## config.mk

```make
export PLATFORM = sky130hd
export DESIGN_NAME = serial_line_command_decoder_top
export DESIGN_NICKNAME = d
export VERILOG_FILES = /design/src/hw/rtl/slcd_pkg.sv /design/src/hw/rtl/slcd_front.sv /design/src/hw/rtl/slcd_queue.sv /design/src/hw/rtl/slcd_exec.sv /design/src/hw/rtl/serial_line_command_decoder_top.sv
export SDC_FILE = /design/constraint.sdc
export NUM_CORES = 1
export LEC_CHECK = 0
export BUFFER_PORTS_ARGS = -buffer_cell sky130_fd_sc_hd__buf_2
export CAP_MARGIN = 20
export CORE_ASPECT_RATIO = 0.9
export CORE_MARGIN = 3
export CORE_UTILIZATION = 55
export DETAILED_ROUTE_END_ITERATION = 12
export GPL_ROUTABILITY_DRIVEN = 0
export MAX_ROUTING_LAYER = met4
export PLACE_DENSITY = 0.75
export SLEW_MARGIN = 30
export SYNTH_ARGS = -nofsm -noshare
export SYNTH_HDL_FRONTEND = slang
export SYNTH_SLANG_ARGS = --single-unit
```

## constraint.sdc

```tcl
create_clock -name i_clk -period 4.95 [get_ports i_clk]
set_clock_uncertainty 0.1 [all_clocks]
set_input_delay 0.2475 -clock i_clk [delete_from_list [all_inputs] [get_ports i_clk]]
set_output_delay 0.2475 -clock i_clk [all_outputs]
set_load 0.02 [all_outputs]
```

## src/hw/rtl/slcd_pkg.sv

```systemverilog
// Shared types and constants of the serial line command decoder.
`default_nettype none

package slcd_pkg;

    // Line store geometry
    localparam int LINE_DEPTH = 32;
    localparam int IDX_W      = $clog2(LINE_DEPTH);
    localparam int LEN_W      = $clog2(LINE_DEPTH + 1);

    // Queue between front and back
    localparam int QUEUE_DEPTH = 4;
    localparam int QPTR_W      = $clog2(QUEUE_DEPTH);
    localparam int QCNT_W      = $clog2(QUEUE_DEPTH + 1);

    // Character codes
    localparam logic [7:0] CH_NUL   = 8'h00;
    localparam logic [7:0] CH_BS    = 8'h08;
    localparam logic [7:0] CH_LF    = 8'h0A;
    localparam logic [7:0] CH_CR    = 8'h0D;
    localparam logic [7:0] CH_DEL   = 8'h7F;
    localparam logic [7:0] CH_PCT   = 8'h25;
    localparam logic [7:0] CH_MINUS = 8'h2D;
    localparam logic [7:0] CH_ZERO  = 8'h30;
    localparam logic [7:0] CH_NINE  = 8'h39;
    localparam logic [7:0] CH_UP_O  = 8'h4F;
    localparam logic [7:0] CH_UP_N  = 8'h4E;
    localparam logic [7:0] CH_UP_F  = 8'h46;

    // Speed limits
    localparam logic [15:0] MAG_LIMIT = 16'd32768;
    localparam logic [15:0] SPEED_MAX = 16'd32767;

    typedef enum logic [1:0] {
        OP_APPEND,
        OP_ERASE,
        OP_LF,
        OP_CR
    } t_op;

    typedef struct packed {
        t_op        op;
        logic [7:0] ch;
    } t_item;

    typedef struct packed {
        logic  valid;
        t_item item;
    } t_push;

    typedef enum logic [2:0] {
        CMD_NONE  = 3'd0,
        CMD_ON    = 3'd1,
        CMD_OFF   = 3'd2,
        CMD_SPEED = 3'd3,
        CMD_BAD   = 3'd4
    } t_cmd;

    typedef struct packed {
        logic [7:0]         echo;
        t_cmd               cmd;
        logic signed [15:0] speed;
    } t_result;

    typedef enum logic [1:0] {
        ST_IDLE,
        ST_SCAN,
        ST_EMIT
    } t_state;

endpackage

`default_nettype wire

```

## src/hw/rtl/slcd_front.sv

```systemverilog
// Front end: accepts received characters and classifies them for the queue.
`default_nettype none

module slcd_front
    import slcd_pkg::*;
(
    input  wire logic       i_clk,
    input  wire logic       i_s_tvalid,
    output logic            o_s_tready,
    input  wire logic [7:0] i_s_tdata,   // [7:0] rx_char
    input  wire logic       i_q_full,
    output t_push           o_push
);

    t_op w_op;

    // Classify the character
    always_comb begin
        unique case (i_s_tdata) inside
            CH_CR:         w_op = OP_CR;
            CH_BS, CH_DEL: w_op = OP_ERASE;
            CH_LF:         w_op = OP_LF;
            default:       w_op = OP_APPEND;
        endcase
    end

    // Accept whenever the queue has room; drop the NUL character
    assign o_s_tready     = ~i_q_full;
    assign o_push.valid   = i_s_tvalid & ~i_q_full & (i_s_tdata != CH_NUL);
    assign o_push.item.op = w_op;
    assign o_push.item.ch = i_s_tdata;

    logic unused_clk;
    assign unused_clk = i_clk;

endmodule

`default_nettype wire

```

## src/hw/rtl/slcd_queue.sv

```systemverilog
// Short queue of classified characters between front and back.
`default_nettype none

module slcd_queue
    import slcd_pkg::*;
(
    input  wire logic  i_clk,
    input  wire logic  i_rst_n,
    input  wire t_push i_push,
    output logic       o_full,
    input  wire logic  i_pop,
    output logic       o_valid,
    output t_item      o_item
);

    t_item              r_entry [QUEUE_DEPTH];
    logic [QPTR_W-1:0]  r_wr_ptr, n_wr_ptr;
    logic [QPTR_W-1:0]  r_rd_ptr, n_rd_ptr;
    logic [QCNT_W-1:0]  r_count,  n_count;
    logic               w_do_push, w_do_pop;

    assign o_full    = (r_count == QCNT_W'(QUEUE_DEPTH));
    assign o_valid   = (r_count != '0);
    assign o_item    = r_entry[r_rd_ptr];
    assign w_do_push = i_push.valid & ~o_full;
    assign w_do_pop  = i_pop & o_valid;

    // Advance pointers with wrap at the queue depth
    always_comb begin
        n_wr_ptr = r_wr_ptr;
        n_rd_ptr = r_rd_ptr;
        n_count  = r_count;
        if (w_do_push) begin
            n_wr_ptr = (r_wr_ptr == QPTR_W'(QUEUE_DEPTH - 1)) ? '0 : r_wr_ptr + 1'b1;
        end
        if (w_do_pop) begin
            n_rd_ptr = (r_rd_ptr == QPTR_W'(QUEUE_DEPTH - 1)) ? '0 : r_rd_ptr + 1'b1;
        end
        if (w_do_push && !w_do_pop) begin
            n_count = r_count + 1'b1;
        end else if (!w_do_push && w_do_pop) begin
            n_count = r_count - 1'b1;
        end
    end

    always_ff @(posedge i_clk) begin
        if (!i_rst_n) begin
            r_wr_ptr <= '0;
            r_rd_ptr <= '0;
            r_count  <= '0;
        end else begin
            r_wr_ptr <= n_wr_ptr;
            r_rd_ptr <= n_rd_ptr;
            r_count  <= n_count;
        end
    end

    // Hold entry payload
    always_ff @(posedge i_clk) begin
        if (w_do_push) begin
            r_entry[r_wr_ptr] <= i_push.item;
        end
    end

endmodule

`default_nettype wire

```

## src/hw/rtl/slcd_exec.sv

```systemverilog
// Back end: line store, line decode sequencer and output register.
`default_nettype none

module slcd_exec
    import slcd_pkg::*;
(
    input  wire logic  i_clk,
    input  wire logic  i_rst_n,
    input  wire logic  i_q_valid,
    input  wire t_item i_q_item,
    output logic       o_pop,
    output logic       o_m_tvalid,
    input  wire logic  i_m_tready,
    output t_result    o_result
);

    t_state            r_state, n_state;
    logic [LEN_W-1:0]  r_len, n_len;
    logic              r_ovf, n_ovf;
    logic [IDX_W-1:0]  r_idx, n_idx;
    logic              r_on_ok, n_on_ok;
    logic              r_off_ok, n_off_ok;
    logic              r_spd_ok, n_spd_ok;
    logic              r_neg, n_neg;
    logic [15:0]       r_mag, n_mag;
    logic [7:0]        r_echo, n_echo;

    logic [7:0]        r_line_store [LINE_DEPTH];
    logic [7:0]        r_rd_data;
    logic [IDX_W-1:0]  w_rd_addr;
    logic              w_mem_we;

    logic              r_out_valid;
    t_result           r_out;
    logic              w_load;
    t_result           w_load_data;

    logic              w_slot_free;
    logic              w_is_last;
    logic              w_start_scan;
    logic              w_on_char, w_off_char, w_is_digit;
    logic [7:0]        w_digit;
    logic [18:0]       w_mag_next;
    logic [15:0]       w_speed;
    t_cmd              w_cmd;

    assign w_slot_free = ~r_out_valid | i_m_tready;
    assign w_is_last   = (LEN_W'(r_idx) == r_len - LEN_W'(1));
    assign w_start_scan = i_q_valid && w_slot_free && (i_q_item.op == OP_CR) &&
                          !r_ovf && (r_len != '0);

    // Per-character checks of the scanned line
    assign w_on_char  = ((r_idx == IDX_W'(0)) && (r_rd_data == CH_UP_O)) ||
                        ((r_idx == IDX_W'(1)) && (r_rd_data == CH_UP_N));
    assign w_off_char = ((r_idx == IDX_W'(0)) && (r_rd_data == CH_UP_O)) ||
                        ((r_idx == IDX_W'(1)) && (r_rd_data == CH_UP_F)) ||
                        ((r_idx == IDX_W'(2)) && (r_rd_data == CH_UP_F));
    assign w_is_digit = (r_rd_data >= CH_ZERO) && (r_rd_data <= CH_NINE);
    assign w_digit    = r_rd_data - CH_ZERO;
    assign w_mag_next = (19'(r_mag) << 3) + (19'(r_mag) << 1) + 19'(w_digit[3:0]);

    // Final speed value and command of the scanned line
    assign w_speed = r_neg ? 16'(17'd0 - 17'(r_mag)) :
                     ((r_mag > SPEED_MAX) ? SPEED_MAX : r_mag);
    always_comb begin
        if (r_on_ok) begin
            w_cmd = CMD_ON;
        end else if (r_off_ok) begin
            w_cmd = CMD_OFF;
        end else if (r_spd_ok) begin
            w_cmd = CMD_SPEED;
        end else begin
            w_cmd = CMD_BAD;
        end
    end

    // Next state
    always_comb begin
        n_state = r_state;
        unique case (r_state)
            ST_IDLE: begin
                if (w_start_scan) begin
                    n_state = ST_SCAN;
                end
            end
            ST_SCAN: begin
                if (w_is_last) begin
                    n_state = ST_EMIT;
                end
            end
            ST_EMIT: begin
                if (w_slot_free) begin
                    n_state = ST_IDLE;
                end
            end
            default: n_state = ST_IDLE;
        endcase
    end

    // Datapath and outputs per state
    always_comb begin
        n_len       = r_len;
        n_ovf       = r_ovf;
        n_idx       = r_idx;
        n_on_ok     = r_on_ok;
        n_off_ok    = r_off_ok;
        n_spd_ok    = r_spd_ok;
        n_neg       = r_neg;
        n_mag       = r_mag;
        n_echo      = r_echo;
        o_pop       = 1'b0;
        w_mem_we    = 1'b0;
        w_rd_addr   = '0;
        w_load      = 1'b0;
        w_load_data = '{echo: i_q_item.ch, cmd: CMD_NONE, speed: '0};
        unique case (r_state)
            ST_IDLE: begin
                if (i_q_valid && w_slot_free) begin
                    o_pop = 1'b1;
                    unique case (i_q_item.op)
                        OP_APPEND: begin
                            w_load = 1'b1;
                            if (r_len < LEN_W'(LINE_DEPTH)) begin
                                w_mem_we = 1'b1;
                                n_len    = r_len + 1'b1;
                            end else begin
                                n_ovf = 1'b1;
                            end
                        end
                        OP_ERASE: begin
                            w_load           = 1'b1;
                            w_load_data.echo = CH_DEL;
                            if (r_len != '0) begin
                                n_len = r_len - 1'b1;
                            end
                        end
                        OP_LF: begin
                            w_load = 1'b1;
                        end
                        OP_CR: begin
                            if (r_ovf) begin
                                w_load          = 1'b1;
                                w_load_data.cmd = CMD_BAD;
                                n_len           = '0;
                                n_ovf           = 1'b0;
                            end else if (r_len == '0) begin
                                w_load = 1'b1;
                            end else begin
                                // Start the scan at the first stored character
                                n_echo   = i_q_item.ch;
                                n_idx    = '0;
                                n_on_ok  = (r_len == LEN_W'(2));
                                n_off_ok = (r_len == LEN_W'(3));
                                n_spd_ok = 1'b1;
                                n_neg    = 1'b0;
                                n_mag    = '0;
                            end
                        end
                        default: w_load = 1'b0;
                    endcase
                end
            end
            ST_SCAN: begin
                w_rd_addr = r_idx + 1'b1;
                n_idx     = r_idx + 1'b1;
                n_on_ok   = r_on_ok & w_on_char;
                n_off_ok  = r_off_ok & w_off_char;
                if (w_is_last) begin
                    if (r_rd_data != CH_PCT) begin
                        n_spd_ok = 1'b0;
                    end
                end else if ((r_idx == '0) && (r_rd_data == CH_MINUS)) begin
                    n_neg = 1'b1;
                end else if (!w_is_digit) begin
                    n_spd_ok = 1'b0;
                end else begin
                    n_mag = (w_mag_next > 19'(MAG_LIMIT)) ? MAG_LIMIT : w_mag_next[15:0];
                end
            end
            ST_EMIT: begin
                if (w_slot_free) begin
                    w_load            = 1'b1;
                    w_load_data.echo  = r_echo;
                    w_load_data.cmd   = w_cmd;
                    w_load_data.speed = (w_cmd == CMD_SPEED) ? w_speed : '0;
                    n_len             = '0;
                    n_ovf             = 1'b0;
                end
            end
            default: w_load = 1'b0;
        endcase
    end

    // Control registers
    always_ff @(posedge i_clk) begin
        if (!i_rst_n) begin
            r_state     <= ST_IDLE;
            r_len       <= '0;
            r_ovf       <= 1'b0;
            r_out_valid <= 1'b0;
        end else begin
            r_state <= n_state;
            r_len   <= n_len;
            r_ovf   <= n_ovf;
            if (w_load) begin
                r_out_valid <= 1'b1;
            end else if (i_m_tready) begin
                r_out_valid <= 1'b0;
            end
        end
    end

    // Scan and result payload
    always_ff @(posedge i_clk) begin
        r_idx    <= n_idx;
        r_on_ok  <= n_on_ok;
        r_off_ok <= n_off_ok;
        r_spd_ok <= n_spd_ok;
        r_neg    <= n_neg;
        r_mag    <= n_mag;
        r_echo   <= n_echo;
        if (w_load) begin
            r_out <= w_load_data;
        end
    end

    // Line store: write on append, registered read for the scan
    always_ff @(posedge i_clk) begin
        if (w_mem_we) begin
            r_line_store[r_len[IDX_W-1:0]] <= i_q_item.ch;
        end
        r_rd_data <= r_line_store[w_rd_addr];
    end

    assign o_m_tvalid = r_out_valid;
    assign o_result   = r_out;

endmodule

`default_nettype wire

```

## src/hw/rtl/serial_line_command_decoder_top.sv

```systemverilog
// Top level of the serial line command decoder.
//
//  Channel   Direction  tdata                               tuser
//  s_axis    in         [7:0] rx_char                       -
//  m_axis    out        [7:0] echo_char, [23:8] speed_value [2:0] command
//
// An ordinary character passes the queue and then the output register on its way
// from transfer in to result out. A CR over a stored line of up to 32 characters
// is answered after the scan that reads the line store one character a cycle.
// Up to four characters wait in the queue while the back end scans or stalls.
// Reset is synchronous; the line store needs no clearing pass.
`default_nettype none

module serial_line_command_decoder_top
    import slcd_pkg::*;
(
    input  wire logic        i_clk,
    input  wire logic        i_rst_n,
    input  wire logic        i_s_tvalid,
    output logic             o_s_tready,
    input  wire logic [7:0]  i_s_tdata,   // [7:0] rx_char
    output logic             o_m_tvalid,
    input  wire logic        i_m_tready,
    output logic [23:0]      o_m_tdata,   // [7:0] echo_char, [23:8] speed_value
    output logic [2:0]       o_m_tuser    // [2:0] command
);

    t_push   w_push;
    logic    w_q_full;
    logic    w_q_valid;
    t_item   w_q_item;
    logic    w_pop;
    t_result w_result;

    slcd_front u_front (
        .i_clk      (i_clk),
        .i_s_tvalid (i_s_tvalid),
        .o_s_tready (o_s_tready),
        .i_s_tdata  (i_s_tdata),
        .i_q_full   (w_q_full),
        .o_push     (w_push)
    );

    slcd_queue u_queue (
        .i_clk   (i_clk),
        .i_rst_n (i_rst_n),
        .i_push  (w_push),
        .o_full  (w_q_full),
        .i_pop   (w_pop),
        .o_valid (w_q_valid),
        .o_item  (w_q_item)
    );

    slcd_exec u_exec (
        .i_clk      (i_clk),
        .i_rst_n    (i_rst_n),
        .i_q_valid  (w_q_valid),
        .i_q_item   (w_q_item),
        .o_pop      (w_pop),
        .o_m_tvalid (o_m_tvalid),
        .i_m_tready (i_m_tready),
        .o_result   (w_result)
    );

    // Pack the result fields onto the stream
    assign o_m_tdata = {w_result.speed, w_result.echo};
    assign o_m_tuser = w_result.cmd;

endmodule

`default_nettype wire

```

==> impl_metrics.tcl, run 1 <==
set metrics [dict create \
    fraction_of_registers_with_async_set_reset 0 \
    crit-reg2reg-launch "u_exec.r_mag[2]" \
    max-slew-margin-rel 0.3623 \
    die_w_microns 191.5 \
    io_buffer_count 40 \
    starting_density 0.5642 \
    first_global_vias 10340 \
    clk_latency_ns 0.55 \
    grt_pass1_wl_microns 58590 \
    area_growth_syn_to_layout_pct 11.37 \
    remaining_drc_errors 0 \
    slowest_stage "sky130_fd_sc_hd__edfxtp_1" \
    timing_hold_violations_final 0 \
    synth_enable_flop_cells 356 \
    path_clk_slew_ns 0.06 \
    num-nets-final 1281 \
    timing.max_cap.violations 0 \
    num_antenna_cells 0 \
    synth_largest_area_cell "sky130_fd_sc_hd__edfxtp_1" \
    overall_die_height_microns 172.9 \
    postCtsResizedCells 0 \
    min_path_type "in -> reg" \
    ratio_of_final_minimum_period_to_clock_period 0.7945 \
    post_synth_instance_area_sq_um 17030 \
    timing.critical_path.fanout_max 9 \
    number_of_placed_i_o_pins 41 \
    count_of_final_setup_violators 0 \
    globalRouteOverflowTotal 0 \
    synth_xor_xnor_area_share 0.01073 \
    timing.rr.end "u_exec.r_mag[13]" \
    synth.top_cells.by_area "sky130_fd_sc_hd__edfxtp_1 (63%), sky130_fd_sc_hd__mux4_2 (6.6%), sky130_fd_sc_hd__ha_1 (3.5%)" \
    post-synth-top-area-fraction 0.6278 \
    netlist_instances 1166 \
    status "complete, no violations" \
    cts.htree.levels 2 \
    worst-setup-path-type "reg -> reg" \
    largest_family_of_logic_cells_by_synthesized_area "simple AND/OR/NAND/NOR gates" \
    setup.worst_path.start "u_exec.r_mag[2]" \
    tritoncts.num_buffers 38 \
    cts_tree "done" \
    hold_path_depth 4 \
    synthesis.area_per_instance_sq_um 14.60 \
    yosysWarnings 0 \
    powerDensity_nw_per_um2 543.4 \
    total_vias_in_the_final_route 10200 \
    core-area_sq_um 30180 \
    initialDrtViolationCount 881 \
    synth-compound-area-share 0.08325 \
    yosys.area_share.adder 0.03806 \
    fp-row-count 60 \
    route.detailed.vias_per_inst 6.196 \
    timing.reg2reg.worst_path_depth 10 \
    p_leak_nw 6.378 \
    ant_nets 0 \
    floorplan.die_area_sq_um 33110 \
    synth.yosys.seq_area_share 0.6596 \
    post_synth_and_or_nand_nor_area_fraction 0.09479 \
    final_util 0.6284 \
    max-clock-path-buffers 3 \
    final_max_slew_viol_count 0 \
    holdCritStartpoint "i_s_tvalid" \
    synth_most_common_cell "sky130_fd_sc_hd__edfxtp_1" \
    antenna_violations_before_repair 0 \
    synth_top_cells_by_count "sky130_fd_sc_hd__edfxtp_1 (356), sky130_fd_sc_hd__nand2_1 (95), sky130_fd_sc_hd__nor2_1 (78)" \
    fmax_ghz 0.2543 \
    worst-endpoint-arrival_ns 4.18 \
    setup_repair_after_global_routing_missed_its_margin "false" \
    worstPathCellList "inv_1, fa_1, fa_1, nand2b_1, a21oi_1, o311ai_1, a21oi_1, xnor2_1, nand3_1, nor4bb_1" \
    post_synth_top_flop "sky130_fd_sc_hd__edfxtp_1" \
    synth_mux_area_frac 0.09413 \
    hold_critical_path_endpoint "u_queue.r_wr_ptr[0]" \
    synth_seq_cells 383 \
    max_slew.worst_pin.slew_ns 0.9542 \
    final.fill_count 2219 \
    clock_tree.root_cell "sky130_fd_sc_hd__clkbuf_16" \
    wl_per_cell_microns 22.59 \
    place.detailed.instances 1572 \
    finalWirelength_microns 37190 \
    final_layout_size_suffix_gt1_frac 0.1408 \
    grt.total_usage 0.2353 \
    hpwlAfterDp_microns 23710 \
    irDropWorstVdd_mv 0.4940 \
    crit_path_end_kind "flop" \
    synth.lib_cells_used.distinct 70 \
    postSynthNetCount 1228 \
    pin_count_of_the_biggest_net_entering_global_routing 47 \
    final_period_minus_worst_setup_slack_ns 3.933 \
    cp_slowest_stage_delay_ns 0.51 \
    cts.sink_count 383 \
    firstDrtPassIters 5 \
    worstSetupStartpointType "flop" \
    stdcell_count 1646 \
    critical_path_required_ns 5.20 \
    tns_ns 0 \
    reg2reg_slack_ns 1.02 \
]
[placed cells by master, fill, tap and decap left out, types with 13 or more instances in the layout]
cell | netlist | layout
sky130_fd_sc_hd__a211oi_1 | 51 | 51
sky130_fd_sc_hd__a21oi_1 | 40 | 40
sky130_fd_sc_hd__a311oi_1 | 15 | 15
sky130_fd_sc_hd__a31oi_1 | 15 | 15
sky130_fd_sc_hd__and2_1 | 30 | 30
sky130_fd_sc_hd__buf_2 | 8 | 40
sky130_fd_sc_hd__buf_4 | 2 | 14
sky130_fd_sc_hd__clkbuf_16 | 0 | 38
sky130_fd_sc_hd__dfxtp_1 | 27 | 27
sky130_fd_sc_hd__edfxtp_1 | 356 | 356
sky130_fd_sc_hd__ha_1 | 47 | 47
sky130_fd_sc_hd__inv_1 | 23 | 23
sky130_fd_sc_hd__mux2i_1 | 42 | 42
sky130_fd_sc_hd__mux4_2 | 50 | 50
sky130_fd_sc_hd__nand2_1 | 95 | 95
sky130_fd_sc_hd__nand2b_1 | 13 | 13
sky130_fd_sc_hd__nand3_1 | 25 | 25
sky130_fd_sc_hd__nand4_1 | 17 | 17
sky130_fd_sc_hd__nor2_1 | 78 | 76
sky130_fd_sc_hd__nor3_1 | 27 | 27
sky130_fd_sc_hd__o21ai_0 | 16 | 16
sky130_fd_sc_hd__xnor2_1 | 14 | 13
[cell families (layout without fill, tap and decap cells)]
group                    Yosys count  in the layout
adder cells (fa/ha/maj)           50             50
multiplexers                      97             97
flip-flops                       383            383
AO/OA/AOI/OAI                    205            205
XOR/XNOR                          20             20
buffers and inverters             79            156
AND/OR/NAND/NOR                  332            332
[per-stage QoR]
stage | cell area (sq um) | hold slack [ns] | power [mW] | setup slack, ns
5_1_grt | 18960 | 0.2040 | 10.78 | 0.6535
3_3_place_gp | 17620 | 0.3882 | 7.437 | 1.125
6_report | 18960 | 0.1613 | 10.30 | 1.017
2_1_floorplan | 17030 | 0.2464 | 6.566 | 1.416
3_5_place_dp | 17640 | 0.3906 | 7.506 | 1.079
4_1_cts | 18960 | 0.1435 | 10.32 | 1.049
[area by class of cell]
cell class / count / area, sq um / area share
Clock inverter: 16 / 205.2 / 0.01082
Clock buffer: 48 / 1018 / 0.05371
Timing Repair Buffer: 64 / 405.4 / 0.02138
Inverter: 28 / 107.6 / 0.005674
Tap cell: 403 / 504.2 / 0.02659
Sequential cell: 383 / 11230 / 0.5922
Multi-Input combinational cell: 704 / 5492 / 0.2896
[layer usage]
metal,global-route usage,vias up,wire (microns)
met5,-,-,0
met4,0.06267,0,911
met3,0.04825,72,2564
met2,0.3665,340,17860
met1,0.3205,5110,15850
li1,-,4677,-
[timing repair]
action / in CTS / in global routing
hold buffers: 10 / 0
endpoints found under the hold margin: 35 / 0
setup buffers: 0 / 0
[critical path: cells and delay by family (launching register included)]
kind	cells	cell delay, ns
DFF	1	0.51
AOI/OAI and AO/OA	3	0.77
buffers and inverters	1	0.11
adders and majority gates	2	0.93
xor gates and xnor gates	1	0.34
and+or+nand+nor	3	0.98
[power by group]
group	leakage (nW)	total, mW	internal, mW	switching [mW]
sequential	3.47	4.58	4.32	0.263
combinational	2.31	2.89	0.959	1.93
clock	0.595	2.83	1.63	1.20
[state kept, by name, summed over array words and instances (netlist names), named ones only]
signal	cells
u_exec.r_mag	16
u_exec.r_off_ok	1
u_queue.r_wr_ptr	2
u_exec.r_spd_ok	1
u_exec.r_on_ok	1
u_exec.r_state	2
u_exec.r_line_store	256
u_queue.r_entry	40
u_exec.r_rd_data	8
u_exec.r_neg	1
u_exec.r_len	6
u_exec.r_ovf	1
u_exec.r_echo	8
u_exec.r_idx	5
u_exec.o_result	27
u_exec.o_m_tvalid	1
u_queue.r_rd_ptr	2
u_queue.r_count	3
[worst max-delay path by stage]
stage / end / slack (ns) / cells after the start
floorplan: u_exec.r_rd_data[3] / 1.42 / 10
global placement: u_exec.r_line_store[8][0] / 1.13 / 4
detailed placement: u_exec.r_mag[13] / 1.08 / 10
CTS: u_exec.r_mag[13] / 1.05 / 10
global route: u_exec.r_mag[13] / 0.65 / 10
finish: u_exec.r_mag[13] / 1.02 / 10
(Power assumes the default switching activity.)
==> run 2: changes to the inputs <==
--- a/config.mk
+++ b/config.mk
@@ -13,7 +13,7 @@
 export DETAILED_ROUTE_END_ITERATION = 12
 export GPL_ROUTABILITY_DRIVEN = 0
 export MAX_ROUTING_LAYER = met4
-export PLACE_DENSITY = 0.75
+export PLACE_DENSITY = 0.78
 export SLEW_MARGIN = 30
 export SYNTH_ARGS = -nofsm -noshare
 export SYNTH_HDL_FRONTEND = slang
==> constraint.sdc (replaced) <==
create_clock -name i_clk -period 3.4 [get_ports i_clk]
set_clock_uncertainty 0.1 [all_clocks]
set_input_delay 0.17 -clock i_clk [delete_from_list [all_inputs] [get_ports i_clk]]
set_output_delay 0.17 -clock i_clk [all_outputs]
set_load 0.02 [all_outputs]
==> impl_metrics.tcl, run 2 (synthesis gave the netlist of run 1 again) <==
set metrics [dict create \
    grt.total_usage 0.2424 \
    area_growth_syn_to_layout_pct 16.01 \
    cts.sink_count 383 \
    hpwlAfterDp_microns 24500 \
    crit_path_end_kind "flop" \
    remaining_drc_errors 0 \
    mostFrequentLayoutCell "sky130_fd_sc_hd__edfxtp_1" \
    grt_pass1_wl_microns 60690 \
    cts_tree "done" \
    wl_per_cell_microns 22.45 \
    p_leak_nw 6.787 \
    core-area_sq_um 30180 \
    cts.htree.levels 2 \
    ant_nets 0 \
    starting_density 0.5642 \
    number_of_placed_i_o_pins 41 \
    die_w_microns 191.5 \
    fmax_ghz 0.3019 \
    sequential_cell_area_sq_um 11230 \
    final_period_minus_worst_setup_slack_ns 3.312 \
    firstDrtPassIters 5 \
    hold_critical_path_endpoint "u_queue.r_wr_ptr[0]" \
    timing.critical_path.fanout_max 5 \
    final_max_slew_viol_count 0 \
    stdcell_count 1731 \
    min_path_type "in -> reg" \
    floorplan.die_area_sq_um 33110 \
    place_ws_ns -0.1024 \
    count_of_final_setup_violators 0 \
    timing_hold_violations_final 0 \
    largest_register_ffs 256 \
    timing.reg2reg.worst_path_depth 12 \
    p_seq_frac 0.427 \
    path_clk_slew_ns 0.06 \
    final_worst_setup_slack_ns 0.08787 \
    internal_power_mw 10.32 \
    irDropWorstVdd_mv 0.7720 \
    first_global_vias 10690 \
    max-clock-path-buffers 3 \
    finalWirelength_microns 38850 \
    num-nets-final 1359 \
    hold_path_depth 4 \
    fp-row-count 60 \
    holdCritStartpoint "i_s_tvalid" \
    critical_path_required_ns 3.69 \
    pin_count_of_the_biggest_net_entering_global_routing 47 \
    combinationalPowerShare 0.308 \
    gr-usage-met3 0.03446 \
    io_buffer_count 40 \
    route.detailed.vias_per_inst 6.247 \
    num_antenna_cells 0 \
    fin_total_pwr_mw 15.44 \
    worstSetupStartpointType "flop" \
    ratio_of_final_minimum_period_to_clock_period 0.9742 \
    clk_latency_ns 0.54 \
    grt_most_used_layer "met2" \
    overall_die_height_microns 172.9 \
    max_slew.worst_pin.slew_ns 0.8471 \
    clock_tree.root_cell "sky130_fd_sc_hd__clkbuf_16" \
    final_layout_size_suffix_gt1_frac 0.2108 \
    timing.rr.end "u_exec.r_mag[6]" \
    place.detailed.instances 1640 \
    initialDrtViolationCount 1225 \
    tritoncts.num_buffers 39 \
    max-slew-margin-rel 0.4353 \
    mostFrequentLayoutCells "sky130_fd_sc_hd__edfxtp_1 (356), sky130_fd_sc_hd__nand2_1 (95), sky130_fd_sc_hd__buf_4 (87), sky130_fd_sc_hd__nor2_1 (75)" \
    globalRouteOverflowTotal 0 \
    timing.max_cap.violations 0 \
    crit-reg2reg-launch "u_exec.r_mag[2]" \
    reg2reg_slack_ns 0.09 \
    status "complete, no violations" \
    grt_util_met2 0.3878 \
    final.fill_count 2026 \
    multiInputGateArea_sq_um 5683 \
    switching_power_mw 5.123 \
    antenna_violations_before_repair 0 \
    worst-setup-path-type "reg -> reg" \
    clock_power_share 0.265 \
    fin_hold_ws_ns 0.1043 \
    total_vias_in_the_final_route 10810 \
    worst-endpoint-arrival_ns 3.61 \
    globalRouteMet1Util 0.3373 \
    powerDensity_nw_per_um2 781.7 \
    netSwitchingFraction 0.3318 \
]
==> run 2: power groups by stage <==
stage          Sequential, mW  Clock [mW]  Combinational, mW
6_report                 6.60        4.09               4.76
5_1_grt                  6.65        4.31               5.15
2_1_floorplan            6.80           0               2.76
3_3_place_gp             6.66           0               4.28
3_5_place_dp             6.69           0               4.43
4_1_cts                  6.59        4.10               4.50
==> run 2: how the worst max path moves through the flow <==
stage / start / end / depth (start not counted)
after floorplan: u_exec.r_mag[0] / u_exec.r_mag[15] / 10
after global placement: u_exec.r_rd_data[3] / u_exec.r_mag[6] / 12
after detailed placement: u_exec.r_rd_data[3] / u_exec.r_mag[1] / 12
after CTS: u_exec.r_rd_data[3] / u_exec.r_mag[9] / 12
after global routing: u_exec.r_mag[1] / u_exec.r_mag[4] / 11
final: u_exec.r_mag[2] / u_exec.r_mag[6] / 12
==> run 2: metrics by stage <==
step | area, sq um | setup TNS (ns) | util
after global placement | 18160 | 0 | 0.6019
after CTS | 19530 | 0 | 0.6472
final | 19750 | 0 | 0.6546
after detailed placement | 18160 | -0.3672 | 0.6019
after floorplan | 17030 | 0 | -
after global routing | 19750 | -0.3516 | 0.6546
==> run 2: layout make-up <==
| class | instances | share of cell area |
|---|---|---|
| tap | 403 | 0.02553 |
| clock inverter | 17 | 0.007474 |
| clock buffer | 55 | 0.05397 |
| timing repair buffer | 141 | 0.05137 |
| multi-input combinational | 704 | 0.2877 |
| inverter | 28 | 0.005447 |
| sequential | 383 | 0.5685 |
==> run 2: layer usage <==
metal	part of all wire	vias to the layer above
met3	0.071	70
met5	0	-
li1	-	4835
met4	0.018	0
met2	0.50	491
met1	0.41	5417
==> run 2: repair_timing <==
| action | CTS | global route |
|---|---|---|
| resized for setup | 6 | 29 |
| gates cloned | 0 | 0 |
| setup buffers | 2 | 6 |
| pin swaps | 0 | 18 |
| hold buffers | 11 | 0 |
| hold endpoints to repair | 51 | 0 |
| endpoints found under the setup margin | 10 | 16 |
==> run 2: critical path: stages, from the launching register on <==
cell	delay (ns)
sky130_fd_sc_hd__edfxtp_1	0.37
sky130_fd_sc_hd__inv_2	0.05
sky130_fd_sc_hd__fa_1	0.59
sky130_fd_sc_hd__inv_2	0.07
sky130_fd_sc_hd__ha_4	0.25
sky130_fd_sc_hd__a211oi_4	0.23
sky130_fd_sc_hd__o211ai_1	0.16
sky130_fd_sc_hd__and2_4	0.18
sky130_fd_sc_hd__a311o_1	0.34
sky130_fd_sc_hd__a22oi_2	0.20
sky130_fd_sc_hd__nand4_1	0.26
sky130_fd_sc_hd__buf_6	0.23
sky130_fd_sc_hd__a21oi_1	0.15
